**src/sv/pkc_pkg.sv**
```systemverilog
// Shared constants, types and arithmetic helpers for the pixel keystream cipher.
`default_nettype none

package pkc_pkg;

   localparam int PIXEL_BITS = 8;
   localparam int KEY_BITS   = 31;
   localparam int LEVEL_BITS = 8;
   localparam int MOD_BITS   = LEVEL_BITS + 1;
   localparam int DIV_BITS   = KEY_BITS;
   localparam int MULT_BITS  = 15;
   localparam int PROD_BITS  = KEY_BITS + MULT_BITS;

   localparam logic [MULT_BITS-1:0] LEHMER_MULT = 15'd16807;
   localparam logic [KEY_BITS-1:0]  LEHMER_MOD  = 31'h7FFF_FFFF;

   localparam int CSR_INDEX_BITS = 2;
   localparam int CSR_DATA_BITS  = KEY_BITS;

   localparam logic [KEY_BITS-1:0]   SEED_KEY_RESET  = 31'd1;
   localparam logic [LEVEL_BITS-1:0] MAX_LEVEL_RESET = 8'd255;

   localparam logic DIR_ENCODE = 1'b0;
   localparam logic DIR_DECODE = 1'b1;

   typedef enum logic [CSR_INDEX_BITS-1:0] {
      REG_SEED_KEY  = 2'd0,
      REG_MAX_LEVEL = 2'd1,
      REG_DIRECTION = 2'd2
   } csr_index_type;

   // Payload moving down the divider chain: two remainders, two dividends.
   typedef struct packed {
      logic [LEVEL_BITS-1:0] rem_a;
      logic [LEVEL_BITS-1:0] rem_b;
      logic [DIV_BITS-1:0]   div_a;
      logic [PIXEL_BITS-1:0] div_b;
   } cell_data_type;

   // r * 16807 mod (2^31 - 1) using the Mersenne fold.
   function automatic logic [KEY_BITS-1:0] lehmer_next(input logic [KEY_BITS-1:0] r);
      logic [PROD_BITS-1:0] prod;
      logic [KEY_BITS:0]    fold;
      prod = PROD_BITS'(r) * PROD_BITS'(LEHMER_MULT);
      fold = (KEY_BITS+1)'(prod[KEY_BITS-1:0]) + (KEY_BITS+1)'(prod[PROD_BITS-1:KEY_BITS]);
      if (fold >= {1'b0, LEHMER_MOD}) begin
         fold = fold - {1'b0, LEHMER_MOD};
      end
      return fold[KEY_BITS-1:0];
   endfunction

   // One restoring step: shift in a dividend bit, subtract modulus if it fits.
   function automatic logic [LEVEL_BITS-1:0] mod_step(input logic [LEVEL_BITS-1:0] rem,
                                                      input logic                  din,
                                                      input logic [MOD_BITS-1:0]   modulus);
      logic [MOD_BITS-1:0] t;
      t = {rem, din};
      if (t >= modulus) begin
         t = t - modulus;
      end
      return t[LEVEL_BITS-1:0];
   endfunction

endpackage

`default_nettype wire

```
**src/sv/pkc_req_if.sv**
```systemverilog
// Input pixel channel: valid/ready handshake with pixel and first-pixel flag.
`default_nettype none

interface pkc_req_if;
   logic                           valid;
   logic                           ready;
   logic [pkc_pkg::PIXEL_BITS-1:0] pixel_in;
   logic                           first_pixel;

   modport source (output valid, output pixel_in, output first_pixel, input ready);
   modport sink   (input valid, input pixel_in, input first_pixel, output ready);
endinterface

`default_nettype wire

```
**src/sv/pkc_rsp_if.sv**
```systemverilog
// Result pixel channel: valid/ready handshake with the ciphered pixel.
`default_nettype none

interface pkc_rsp_if;
   logic                           valid;
   logic                           ready;
   logic [pkc_pkg::PIXEL_BITS-1:0] pixel_out;

   modport source (output valid, output pixel_out, input ready);
   modport sink   (input valid, input pixel_out, output ready);
endinterface

`default_nettype wire

```
**src/sv/pixel_keystream_cipher_unit.sv**
```systemverilog
// Top level of the pixel keystream cipher: CSRs, generator, divider chain, output.
//
//   channel  | dir | handshake           | beat contents
//   ---------+-----+---------------------+-------------------------------------
//   req_chan | in  | valid/ready         | pixel_in, first_pixel
//   rsp_chan | out | valid/ready         | pixel_out
//   csr_*    | in  | csr_wr_en, no wait  | csr_index, csr_wdata
//
// Flow: one pixel beat per cycle sustained while rsp_chan is ready; rsp valid follows
//   the req accept through 33 registers: 1 generator stage, 31 divider cells, 1 output reg.
// The 31-cell remainder chain sets the latency; the generator step sets the rate.
// Reset: synchronous, clears CSRs to defaults and all stage valids; no sweep.
// Stalls: each stage moves when its neighbor below is empty or moving, so
//   bubbles collapse and req keeps flowing until the chain fills up.
`default_nettype none

module pixel_keystream_cipher_unit (
   input  wire logic                                 clock,
   input  wire logic                                 reset,
   pkc_req_if.sink                                   req_chan,
   pkc_rsp_if.source                                 rsp_chan,
   input  wire logic                                 csr_wr_en,
   input  wire logic [pkc_pkg::CSR_INDEX_BITS-1:0]   csr_index,
   input  wire logic [pkc_pkg::CSR_DATA_BITS-1:0]    csr_wdata
);

   localparam int CELLS = pkc_pkg::DIV_BITS;

   // Configuration registers
   logic [pkc_pkg::KEY_BITS-1:0]   seed_key_ff;
   logic [pkc_pkg::LEVEL_BITS-1:0] max_level_ff;
   logic                           direction_ff;
   logic [pkc_pkg::MOD_BITS-1:0]   modulus;

   // Chain plumbing: slot 0 is the generator output, slot CELLS feeds the output stage
   logic [CELLS:0]         chain_valid;
   logic [CELLS:0]         chain_ready;
   pkc_pkg::cell_data_type chain_data [CELLS+1];

   always_ff @(posedge clock) begin
      if (reset) begin
         seed_key_ff  <= pkc_pkg::SEED_KEY_RESET;
         max_level_ff <= pkc_pkg::MAX_LEVEL_RESET;
         direction_ff <= pkc_pkg::DIR_ENCODE;
      end else if (csr_wr_en) begin
         case (csr_index)
            pkc_pkg::REG_SEED_KEY: begin
               seed_key_ff <= csr_wdata[pkc_pkg::KEY_BITS-1:0];
            end
            pkc_pkg::REG_MAX_LEVEL: begin
               max_level_ff <= csr_wdata[pkc_pkg::LEVEL_BITS-1:0];
            end
            pkc_pkg::REG_DIRECTION: begin
               direction_ff <= csr_wdata[0];
            end
            default: begin
               // unmapped index: write dropped
            end
         endcase
      end
   end

   // m = max_level + 1, range 1..256
   assign modulus = pkc_pkg::MOD_BITS'(max_level_ff) + pkc_pkg::MOD_BITS'(1);

   // Generator: reload on first pixel, then one Lehmer step per pixel
   pkc_lehmer u_lehmer (
      .clock    (clock),
      .reset    (reset),
      .seed_key (seed_key_ff),
      .up_valid (req_chan.valid),
      .up_ready (req_chan.ready),
      .up_pixel (req_chan.pixel_in),
      .up_first (req_chan.first_pixel),
      .dn_valid (chain_valid[0]),
      .dn_ready (chain_ready[0]),
      .dn_data  (chain_data[0])
   );

   // Remainder chain: lane a reduces the generator value (keystream), lane b
   // reduces the pixel; lane b only runs in the last PIXEL_BITS cells.
   for (genvar i = 0; i < CELLS; i++) begin : g_cell
      pkc_mod_cell u_cell (
         .clock     (clock),
         .reset     (reset),
         .lane_b_en (i >= (CELLS - pkc_pkg::PIXEL_BITS)),
         .modulus   (modulus),
         .up_valid  (chain_valid[i]),
         .up_ready  (chain_ready[i]),
         .up_data   (chain_data[i]),
         .dn_valid  (chain_valid[i+1]),
         .dn_ready  (chain_ready[i+1]),
         .dn_data   (chain_data[i+1])
      );
   end

   // Final add/subtract mod m and the result register
   pkc_out_stage u_out (
      .clock     (clock),
      .reset     (reset),
      .modulus   (modulus),
      .direction (direction_ff),
      .up_valid  (chain_valid[CELLS]),
      .up_ready  (chain_ready[CELLS]),
      .up_data   (chain_data[CELLS]),
      .rsp_valid (rsp_chan.valid),
      .rsp_ready (rsp_chan.ready),
      .rsp_pixel (rsp_chan.pixel_out)
   );

endmodule

`default_nettype wire

```
**src/sv/pkc_lehmer.sv**
```systemverilog
// Generator stage: holds the Lehmer state and steps it once per accepted pixel.
`default_nettype none

module pkc_lehmer (
   input  wire logic                           clock,
   input  wire logic                           reset,
   input  wire logic [pkc_pkg::KEY_BITS-1:0]   seed_key,
   input  wire logic                           up_valid,
   output logic                                up_ready,
   input  wire logic [pkc_pkg::PIXEL_BITS-1:0] up_pixel,
   input  wire logic                           up_first,
   output logic                                dn_valid,
   input  wire logic                           dn_ready,
   output pkc_pkg::cell_data_type              dn_data
);

   logic                           gen_ff;
   logic [pkc_pkg::KEY_BITS-1:0]   gen_value_ff;
   logic [pkc_pkg::KEY_BITS-1:0]   gen_value_in;
   logic [pkc_pkg::KEY_BITS-1:0]   gen_base;
   logic                           vld_ff;
   logic [pkc_pkg::PIXEL_BITS-1:0] pix_ff;
   logic                           accept;

   assign up_ready = !vld_ff || dn_ready;
   assign accept   = up_valid && up_ready;

   assign gen_base     = up_first ? seed_key : gen_value_ff;
   assign gen_value_in = pkc_pkg::lehmer_next(gen_base);

   // gen_ff marks the slot holding a fresh value (stays in step with vld_ff)
   always_ff @(posedge clock) begin
      if (reset) begin
         vld_ff       <= 1'b0;
         gen_ff       <= 1'b0;
         gen_value_ff <= '0;
      end else begin
         if (up_ready) begin
            vld_ff <= up_valid;
            gen_ff <= up_valid;
         end
         if (accept) begin
            gen_value_ff <= gen_value_in;
         end
      end
   end

   always_ff @(posedge clock) begin
      if (accept) begin
         pix_ff <= up_pixel;
      end
   end

   assign dn_valid      = vld_ff && gen_ff;
   assign dn_data.rem_a = '0;
   assign dn_data.rem_b = '0;
   assign dn_data.div_a = gen_value_ff;
   assign dn_data.div_b = pix_ff;

endmodule

`default_nettype wire

```
**src/sv/pkc_mod_cell.sv**
```systemverilog
// Divider chain cell: one restoring remainder step on lane a, and on lane b when enabled, then hand-off.
`default_nettype none

module pkc_mod_cell (
   input  wire logic                         clock,
   input  wire logic                         reset,
   input  wire logic                         lane_b_en,
   input  wire logic [pkc_pkg::MOD_BITS-1:0] modulus,
   input  wire logic                         up_valid,
   output logic                              up_ready,
   input  wire pkc_pkg::cell_data_type       up_data,
   output logic                              dn_valid,
   input  wire logic                         dn_ready,
   output pkc_pkg::cell_data_type            dn_data
);

   logic                   vld_ff;
   pkc_pkg::cell_data_type data_ff;
   pkc_pkg::cell_data_type data_in;

   assign up_ready = !vld_ff || dn_ready;

   always_comb begin
      data_in       = up_data;
      data_in.rem_a = pkc_pkg::mod_step(up_data.rem_a, up_data.div_a[pkc_pkg::DIV_BITS-1],
                                        modulus);
      data_in.div_a = {up_data.div_a[pkc_pkg::DIV_BITS-2:0], 1'b0};
      if (lane_b_en) begin
         data_in.rem_b = pkc_pkg::mod_step(up_data.rem_b,
                                           up_data.div_b[pkc_pkg::PIXEL_BITS-1], modulus);
         data_in.div_b = {up_data.div_b[pkc_pkg::PIXEL_BITS-2:0], 1'b0};
      end
   end

   always_ff @(posedge clock) begin
      if (reset) begin
         vld_ff <= 1'b0;
      end else if (up_ready) begin
         vld_ff <= up_valid;
      end
   end

   always_ff @(posedge clock) begin
      if (up_ready && up_valid) begin
         data_ff <= data_in;
      end
   end

   assign dn_valid = vld_ff;
   assign dn_data  = data_ff;

endmodule

`default_nettype wire

```
**src/sv/pkc_out_stage.sv**
```systemverilog
// Output stage: combines pixel and keystream residues, holds the result beat.
`default_nettype none

module pkc_out_stage (
   input  wire logic                           clock,
   input  wire logic                           reset,
   input  wire logic [pkc_pkg::MOD_BITS-1:0]   modulus,
   input  wire logic                           direction,
   input  wire logic                           up_valid,
   output logic                                up_ready,
   input  wire pkc_pkg::cell_data_type         up_data,
   output logic                                rsp_valid,
   input  wire logic                           rsp_ready,
   output logic [pkc_pkg::PIXEL_BITS-1:0]      rsp_pixel
);

   localparam int SUM_BITS = pkc_pkg::MOD_BITS + 1;

   logic                            vld_ff;
   logic [pkc_pkg::PIXEL_BITS-1:0]  pix_ff;
   logic [pkc_pkg::PIXEL_BITS-1:0]  pix_in;
   logic [SUM_BITS-1:0]             sum;
   logic [SUM_BITS-1:0]             modulus_ext;

   assign up_ready    = !vld_ff || rsp_ready;
   assign modulus_ext = SUM_BITS'(modulus);

   // rem_a is the keystream k, rem_b is the pixel reduced mod m
   always_comb begin
      if (direction == pkc_pkg::DIR_DECODE) begin
         sum = SUM_BITS'(up_data.rem_b) + modulus_ext - SUM_BITS'(up_data.rem_a);
      end else begin
         sum = SUM_BITS'(up_data.rem_b) + SUM_BITS'(up_data.rem_a);
      end
      if (sum >= modulus_ext) begin
         sum = sum - modulus_ext;
      end
      pix_in = pkc_pkg::PIXEL_BITS'(sum[pkc_pkg::LEVEL_BITS-1:0]);
   end

   always_ff @(posedge clock) begin
      if (reset) begin
         vld_ff <= 1'b0;
      end else if (up_ready) begin
         vld_ff <= up_valid;
      end
   end

   always_ff @(posedge clock) begin
      if (up_ready && up_valid) begin
         pix_ff <= pix_in;
      end
   end

   assign rsp_valid = vld_ff;
   assign rsp_pixel = pix_ff;

endmodule

`default_nettype wire

```
**src/flat_wrapper.sv**
```systemverilog
// flat-port wrapper written by rule: the top's interface ports become plain ports
module pixel_keystream_cipher_unit_flat 
  (clock, reset, csr_wr_en, csr_index, csr_wdata, req_chan_valid, req_chan_pixel_in, req_chan_first_pixel, req_chan_ready, rsp_chan_valid, rsp_chan_pixel_out, rsp_chan_ready);
  pkc_req_if req_chan_i ();
  pkc_rsp_if rsp_chan_i ();
  input  wire logic clock;
  input  wire logic reset;
  input  wire logic csr_wr_en;
  input  wire logic [pkc_pkg::CSR_INDEX_BITS-1:0] csr_index;
  input  wire logic [pkc_pkg::CSR_DATA_BITS-1:0] csr_wdata;
  input wire logic [$bits(req_chan_i.valid)-1:0] req_chan_valid;
  input wire logic [$bits(req_chan_i.pixel_in)-1:0] req_chan_pixel_in;
  input wire logic [$bits(req_chan_i.first_pixel)-1:0] req_chan_first_pixel;
  output wire logic [$bits(req_chan_i.ready)-1:0] req_chan_ready;
  output wire logic [$bits(rsp_chan_i.valid)-1:0] rsp_chan_valid;
  output wire logic [$bits(rsp_chan_i.pixel_out)-1:0] rsp_chan_pixel_out;
  input wire logic [$bits(rsp_chan_i.ready)-1:0] rsp_chan_ready;
  assign req_chan_i.valid = req_chan_valid;
  assign req_chan_i.pixel_in = req_chan_pixel_in;
  assign req_chan_i.first_pixel = req_chan_first_pixel;
  assign req_chan_ready = req_chan_i.ready;
  assign rsp_chan_valid = rsp_chan_i.valid;
  assign rsp_chan_pixel_out = rsp_chan_i.pixel_out;
  assign rsp_chan_i.ready = rsp_chan_ready;
  pixel_keystream_cipher_unit u_core (.clock(clock), .reset(reset), .req_chan(req_chan_i), .rsp_chan(rsp_chan_i), .csr_wr_en(csr_wr_en), .csr_index(csr_index), .csr_wdata(csr_wdata));
endmodule
```
**config.mk**
```make
export PLATFORM = sky130hd
export DESIGN_NAME = pixel_keystream_cipher_unit_flat
export DESIGN_NICKNAME = d
export VERILOG_FILES = /design/src/sv/pkc_pkg.sv /design/src/sv/pkc_req_if.sv /design/src/sv/pkc_rsp_if.sv /design/src/sv/pixel_keystream_cipher_unit.sv /design/src/sv/pkc_lehmer.sv /design/src/sv/pkc_mod_cell.sv /design/src/sv/pkc_out_stage.sv /design/src/flat_wrapper.sv
export SDC_FILE = /design/constraint.sdc
export NUM_CORES = 2
export LEC_CHECK = 0
export ABC_AREA = 1
export BUFFER_PORTS_ARGS = -buffer_cell sky130_fd_sc_hd__buf_2
export CORE_MARGIN = 4
export CORE_UTILIZATION = 63
export DETAILED_ROUTE_END_ITERATION = 8
export PLACE_DENSITY = 0.85
export SYNTH_ARGS = -nofsm -noshare
export SYNTH_HDL_FRONTEND = slang
export SYNTH_HIERARCHICAL = 1
export SYNTH_SLANG_ARGS = --single-unit
export TNS_END_PERCENT = 5
```
**constraint.sdc**
```tcl
create_clock -name clock -period 18.3 [get_ports clock]
set_input_delay 1.83 -clock clock [delete_from_list [all_inputs] [get_ports clock]]
set_output_delay 1.83 -clock clock [all_outputs]
set_load 0.02 [all_outputs]
```
# After elaboration in Yosys (flattened, before gate mapping)
# Cells that the tools add are included.
# word_totals
output_inout_bits,10
input_bits,47
regBits,1109
# classes
n_lt_le_gt_ge,41
reduce_logical,103
mux,43
addsub,46
n_eq_ne,2
n_mul,1
# ops
op,n
$ge A9 B9 Y1,37
$mux W8,38
$sub A8 B8 Y8,38
$mux W31,2
$mul A31 B15 Y46 const B,1
$logic_and A1 B1 Y1,33
$logic_not A1 Y1,33
$logic_or A1 B1 Y1,33
$add A31 B15 Y32,1
$ge A32 B31 Y1 const B,1
$sub A31 B31 Y31 const B,1
$ge A1 B9 Y1,2
$sub A1 B8 Y8,2
$add A8 B9 Y10,1
$ge A10 B9 Y1,1
$mux W10,1
$sub A10 B8 Y10,1
$add A8 B1 Y9 const B,1
$add A8 B8 Y9,1
$reduce_and A2 Y1,3
$eq A2 B1 Y1 const B,1
$eq A2 B2 Y1 const B,1
$logic_not A2 Y1,1
$mux W1,2

# Depth between registers and ports, before layout
# depth
depth_word,35
mapped_depth,73

# Cells and area by module
# Netlist, hierarchy kept.
# by_module_without_submodules
mod,area_per_inst_um2,cells_per_inst,instances
pkc_mod_cell (u_core.g_cell[0].u_cell ...),3024.2,299,19
pkc_mod_cell (u_core.g_cell[14].u_cell ...),2964.1,295,9
pkc_lehmer,12431.9,1793,1
pkc_mod_cell (u_core.g_cell[6].u_cell),3071.7,317,1
pkc_mod_cell (u_core.g_cell[21].u_cell),3022.9,314,1
pkc_mod_cell (u_core.g_cell[13].u_cell),3006.6,308,1
pkc_out_stage,2023.2,307,1
pixel_keystream_cipher_unit,1944.4,283,1

# Worst setup path after synthesis
# No wires, ideal clock.
# synth_timing
path_kind,input to register
startpoint,input port req_chan_first_pixel
endpoint,register u_core/u_lehmer/gen_value_ff[4] (netlist bit)
path_stages,48
n_path_buf,3
required_ps,18191
arrival_ps,9695
slack_ps,8496
path_cell_list,clkbuf_1 -> clkbuf_1 -> nand2_1 -> o21ai_0 -> inv_1 -> fa_1 -> ha_1 -> inv_1 -> fa_1 -> inv_1 -> ha_1 -> fa_1 -> inv_1 -> fa_1 -> inv_1 -> ha_1 -> nand2_2 -> nor2_2 -> [12 not listed] -> a21oi_1 -> nand2_1 -> nand2_1 -> nand2_1 -> nand3_2 -> nor2_4 -> nand2_1 -> nand2_1 -> nand2_1 -> a21oi_2 -> nand2_1 -> nor2_2 -> nand3_2 -> buf_2 -> nand3_1 -> nand3_1 -> nand2_1 -> inv_1
# synth_between
elab_chain_len,5
# synth_rtl
item,line,source
start: declaration,flat_wrapper.sv:13,input wire logic [$bits(req_chan_i.first_pixel)-1:0] req_chan_first_pixel;
$mux W31 (*),pkc_lehmer.sv:28,assign gen_base = up_first ? seed_key : gen_value_ff;
$mul A31 B15 Y46 (*),pkc_pkg.sv:44,prod = PROD_BITS'(r) * PROD_BITS'(LEHMER_MULT);
$add A31 B15 Y32 (*),pkc_pkg.sv:45,fold = (KEY_BITS+1)'(prod[KEY_BITS-1:0]) + (KEY_BITS+1)'(prod[PROD_BITS-1:KEY_BITS]);
$sub A31 B31 Y31 / $ge A32 B31 Y1 (equally long branches),"pkc_pkg.sv:47, pkc_pkg.sv:46",
$mux W31 (*),pkc_pkg.sv:46,"if (fold >= {1'b0, LEHMER_MOD}) begin"
end signal: assignment,pkc_lehmer.sv:43,gen_value_ff <= gen_value_in;
end: declaration,pkc_lehmer.sv:18,logic [pkc_pkg::KEY_BITS-1:0] gen_value_ff;
# Every way passes the cells marked *; elsewhere a longest branch is shown, timed or not.
# A chain may end at the register's enable or synchronous reset.

# Final worst setup path
# layout_timing
startpoint,input port req_chan_first_pixel
endpoint,register u_core/u_lehmer/gen_value_ff[15] (netlist bit)
# The elaborated chain is that of the path after synthesis.

==> results.py <==
metrics = {
    "drt": {
        "via_count": 74400,
        "antenna_violating_nets_post_route": 0,
        "avg_wl_per_cell_um": 17.9,
        "viasPerCell": 5.64,
        "remaining_drc_errors": 0,
        "finalWirelength_um": 236000,
        "drc_marker_count_from_the_first_detailed_route_iteration": 5937,
        "detailedRoute.firstPassIterationCount": 6,
    },
    "critical_path": {
        "critical_path_arrival_ns": 11.59,
        "worstPathBufferInverterCount": 8,
        "worst_path_most_repeated_cell": "sky130_fd_sc_hd__nand2_1",
        "critical_path.max_fanout": 61,
        "slowest_stage": "sky130_fd_sc_hd__o21ai_0",
        "path_delay_family": "adder cells",
        "critPathMaxStageDelay_ns": 0.81,
        "worst-setup-path-type": "in -> reg",
        "worst_ep_required_time_ns": 18.99,
        "worstSetupEndpointType": "flip-flop",
        "critPathLaunchType": "input port",
    },
    "floorplanning": {
        "pin_count": 57,
        "die_height_um": 394,
        "floorplan.die.width_um": 394,
        "die_outline_area_um2": 155000,
        "std_cell_rows": 141,
        "core_outline_area_um2": 148000,
        "initial_utilization_pct": 63.5,
    },
    "place": {
        "port_buffers": 56,
        "gp_routability_congestion": 0.981,
        "dp.final_hpwl_um": 179000,
    },
    "logic_synthesis": {
        "mapped_area_um2": 93900,
        "synth-warning-count": 6,
        "syn_inst": 11000,
        "syn-mean-instance-area_um2": 8.53,
    },
    "final_layout": {
        "final_layout_size_suffix_gt1_share_pct": 10.4,
        "multi_input_area_um2": 48500,
        "fillers": 11500,
        "n_antenna_cell": 0,
        "area.growth.synth_to_final_pct": 7.88,
        "seq_area_um2": 37800,
        "num-nets-final": 12200,
    },
    "clock_network": {
        "max-clock-path-buffers": 3,
        "hold_fix_buffer_count_after_cts": 0,
        "clockRootBuffer": "sky130_fd_sc_hd__clkbuf_16",
        "clock_sink_count": 1293,
        "worst_skew_pair.late_latency_ns": 0.77,
        "cts.reportedPaths.clkPinSlew_ns": 0.06,
        "post-cts-setup-buffers": 0,
        "cts_tree": "yes",
        "cts_made_buffers": 142,
        "h-tree-depth": 4,
        "cts_repair_resize_count": 0,
    },
    "timing": {
        "timing_hold_violations_final": 0,
        "drv_slew": 0,
        "slew_headroom_pct": 14.7,
        "fmax_achieved_ghz": 0.0917,
        "fin_crit_sh_pct": 59.6,
        "fin_worst_skew_ns": 0.0391,
        "worst_slew_pin_slew_ns": 1.28,
        "fin_crit_ns": 10.90,
        "setup_total_negative_slack_ns": 0,
        "grt_setup_unrepaired": "false",
        "finalSetupViolations": 0,
    },
    "global_route": {
        "grt-busiest-layer": "met2",
        "grt_remaining_overflow": 0,
        "groute.layer.met1.usage_pct": 38.5,
        "global_route_wire_length_before_repair_um": 376000,
        "grt_antenna_before_repair": 2,
        "global_route.usage.met2_pct": 51.9,
        "grt_start_max_net_pins": 73,
        "gr-usage-all-layers_pct": 29.9,
        "use_met3_pct": 3.79,
        "vias_in_the_first_global_route": 72300,
    },
    "run_status": {
        "run_status": "completed",
    },
    "flow_run": {
        "cap_violations": 0,
    },
    "hold_path": {
        "worstHoldPathType": "reg -> reg",
    },
}
==> flip-flops by register name (all words and copies together), names as in the netlist, 8 cells and up <==
name and cells:
u_core/g_cell.u_cell/dn_valid 31, u_core/u_out/rsp_pixel 8, u_core/u_lehmer/gen_value_ff 31, u_core/u_lehmer/pix_ff 8, u_core/g_cell.u_cell/dn_data 1173, u_core/seed_key_ff 31
u_core/max_level_ff 8
==> stage by stage <==
stage | utilization (%) | area [µm²] | instances | setup WS, ns | hold slack (ns)
after CTS | 68.5 | 101000 | 13200 | 7.50 | 0.398
final | 68.5 | 101000 | 13200 | 7.40 | 0.393
after detailed placement | 65.3 | 96500 | 12900 | 6.72 | 0.405
after floorplan | - | 94100 | 11100 | 8.50 | 0.400
after global placement | 65.3 | 96500 | 12900 | 6.91 | 0.401
after global routing | 68.5 | 101000 | 13200 | 6.63 | 0.404
==> cell type report <==
type                    instances  share of cell area (%)
multi-input cells            7717                    47.9
clock inverters                95                   0.989
well taps                    1930                    2.38
inverters                    1889                    7.00
clock buffers                 165                    3.73
flip-flops and latches       1293                    37.3
repair buffers                106                   0.660
==> cell usage in the layout (no fill, tap or decap), drive strengths merged, types with 2 or more instances in the layout <==
cell / count
a21o: 34
a21oi: 490
a31oi: 2
buf: 106
bufinv: 14
clkbuf: 165
clkinv: 61
clkinvlp: 16
conb: 47
dfxtp: 104
edfxtp: 1189
fa: 206
ha: 785
inv: 1893
nand2: 3404
nand3: 929
nand3b: 219
nand4: 214
nor2: 615
nor3: 3
nor4: 7
o211ai: 6
o21a: 3
o21ai: 391
o22ai: 2
o31ai: 2
or2: 34
xnor2: 42
xor2: 276
==> worst paths after layout <==
kind	start	endpoint	slack, ns	cells past startpoint
worst max-delay path	req_chan_first_pixel	u_core/u_lehmer/gen_value_ff[15]$_SDFFE_PP0P_	7.40	47
worst min-delay path	u_core/g_cell[4].u_cell/dn_data[13]$_DFFE_PP_	u_core/g_cell[5].u_cell/dn_data[14]$_DFFE_PP_	0.39	0
worst max register to register	u_core/u_lehmer/gen_value_ff[15]$_SDFFE_PP0P_	u_core/u_lehmer/gen_value_ff[15]$_SDFFE_PP0P_	8.60	45
worst min register to register	u_core/g_cell[4].u_cell/dn_data[13]$_DFFE_PP_	u_core/g_cell[5].u_cell/dn_data[14]$_DFFE_PP_	0.39	0
==> layer usage <==
layer  wire [µm]  up-vias
li1            -    36200
met1       97500    35000
met2      115000     2633
met3       14500      532
met4        8910        2
met5           7        -
Power is not shown: default switching activity piles up to over one toggle a cycle in this logic, so the estimate is an artifact.
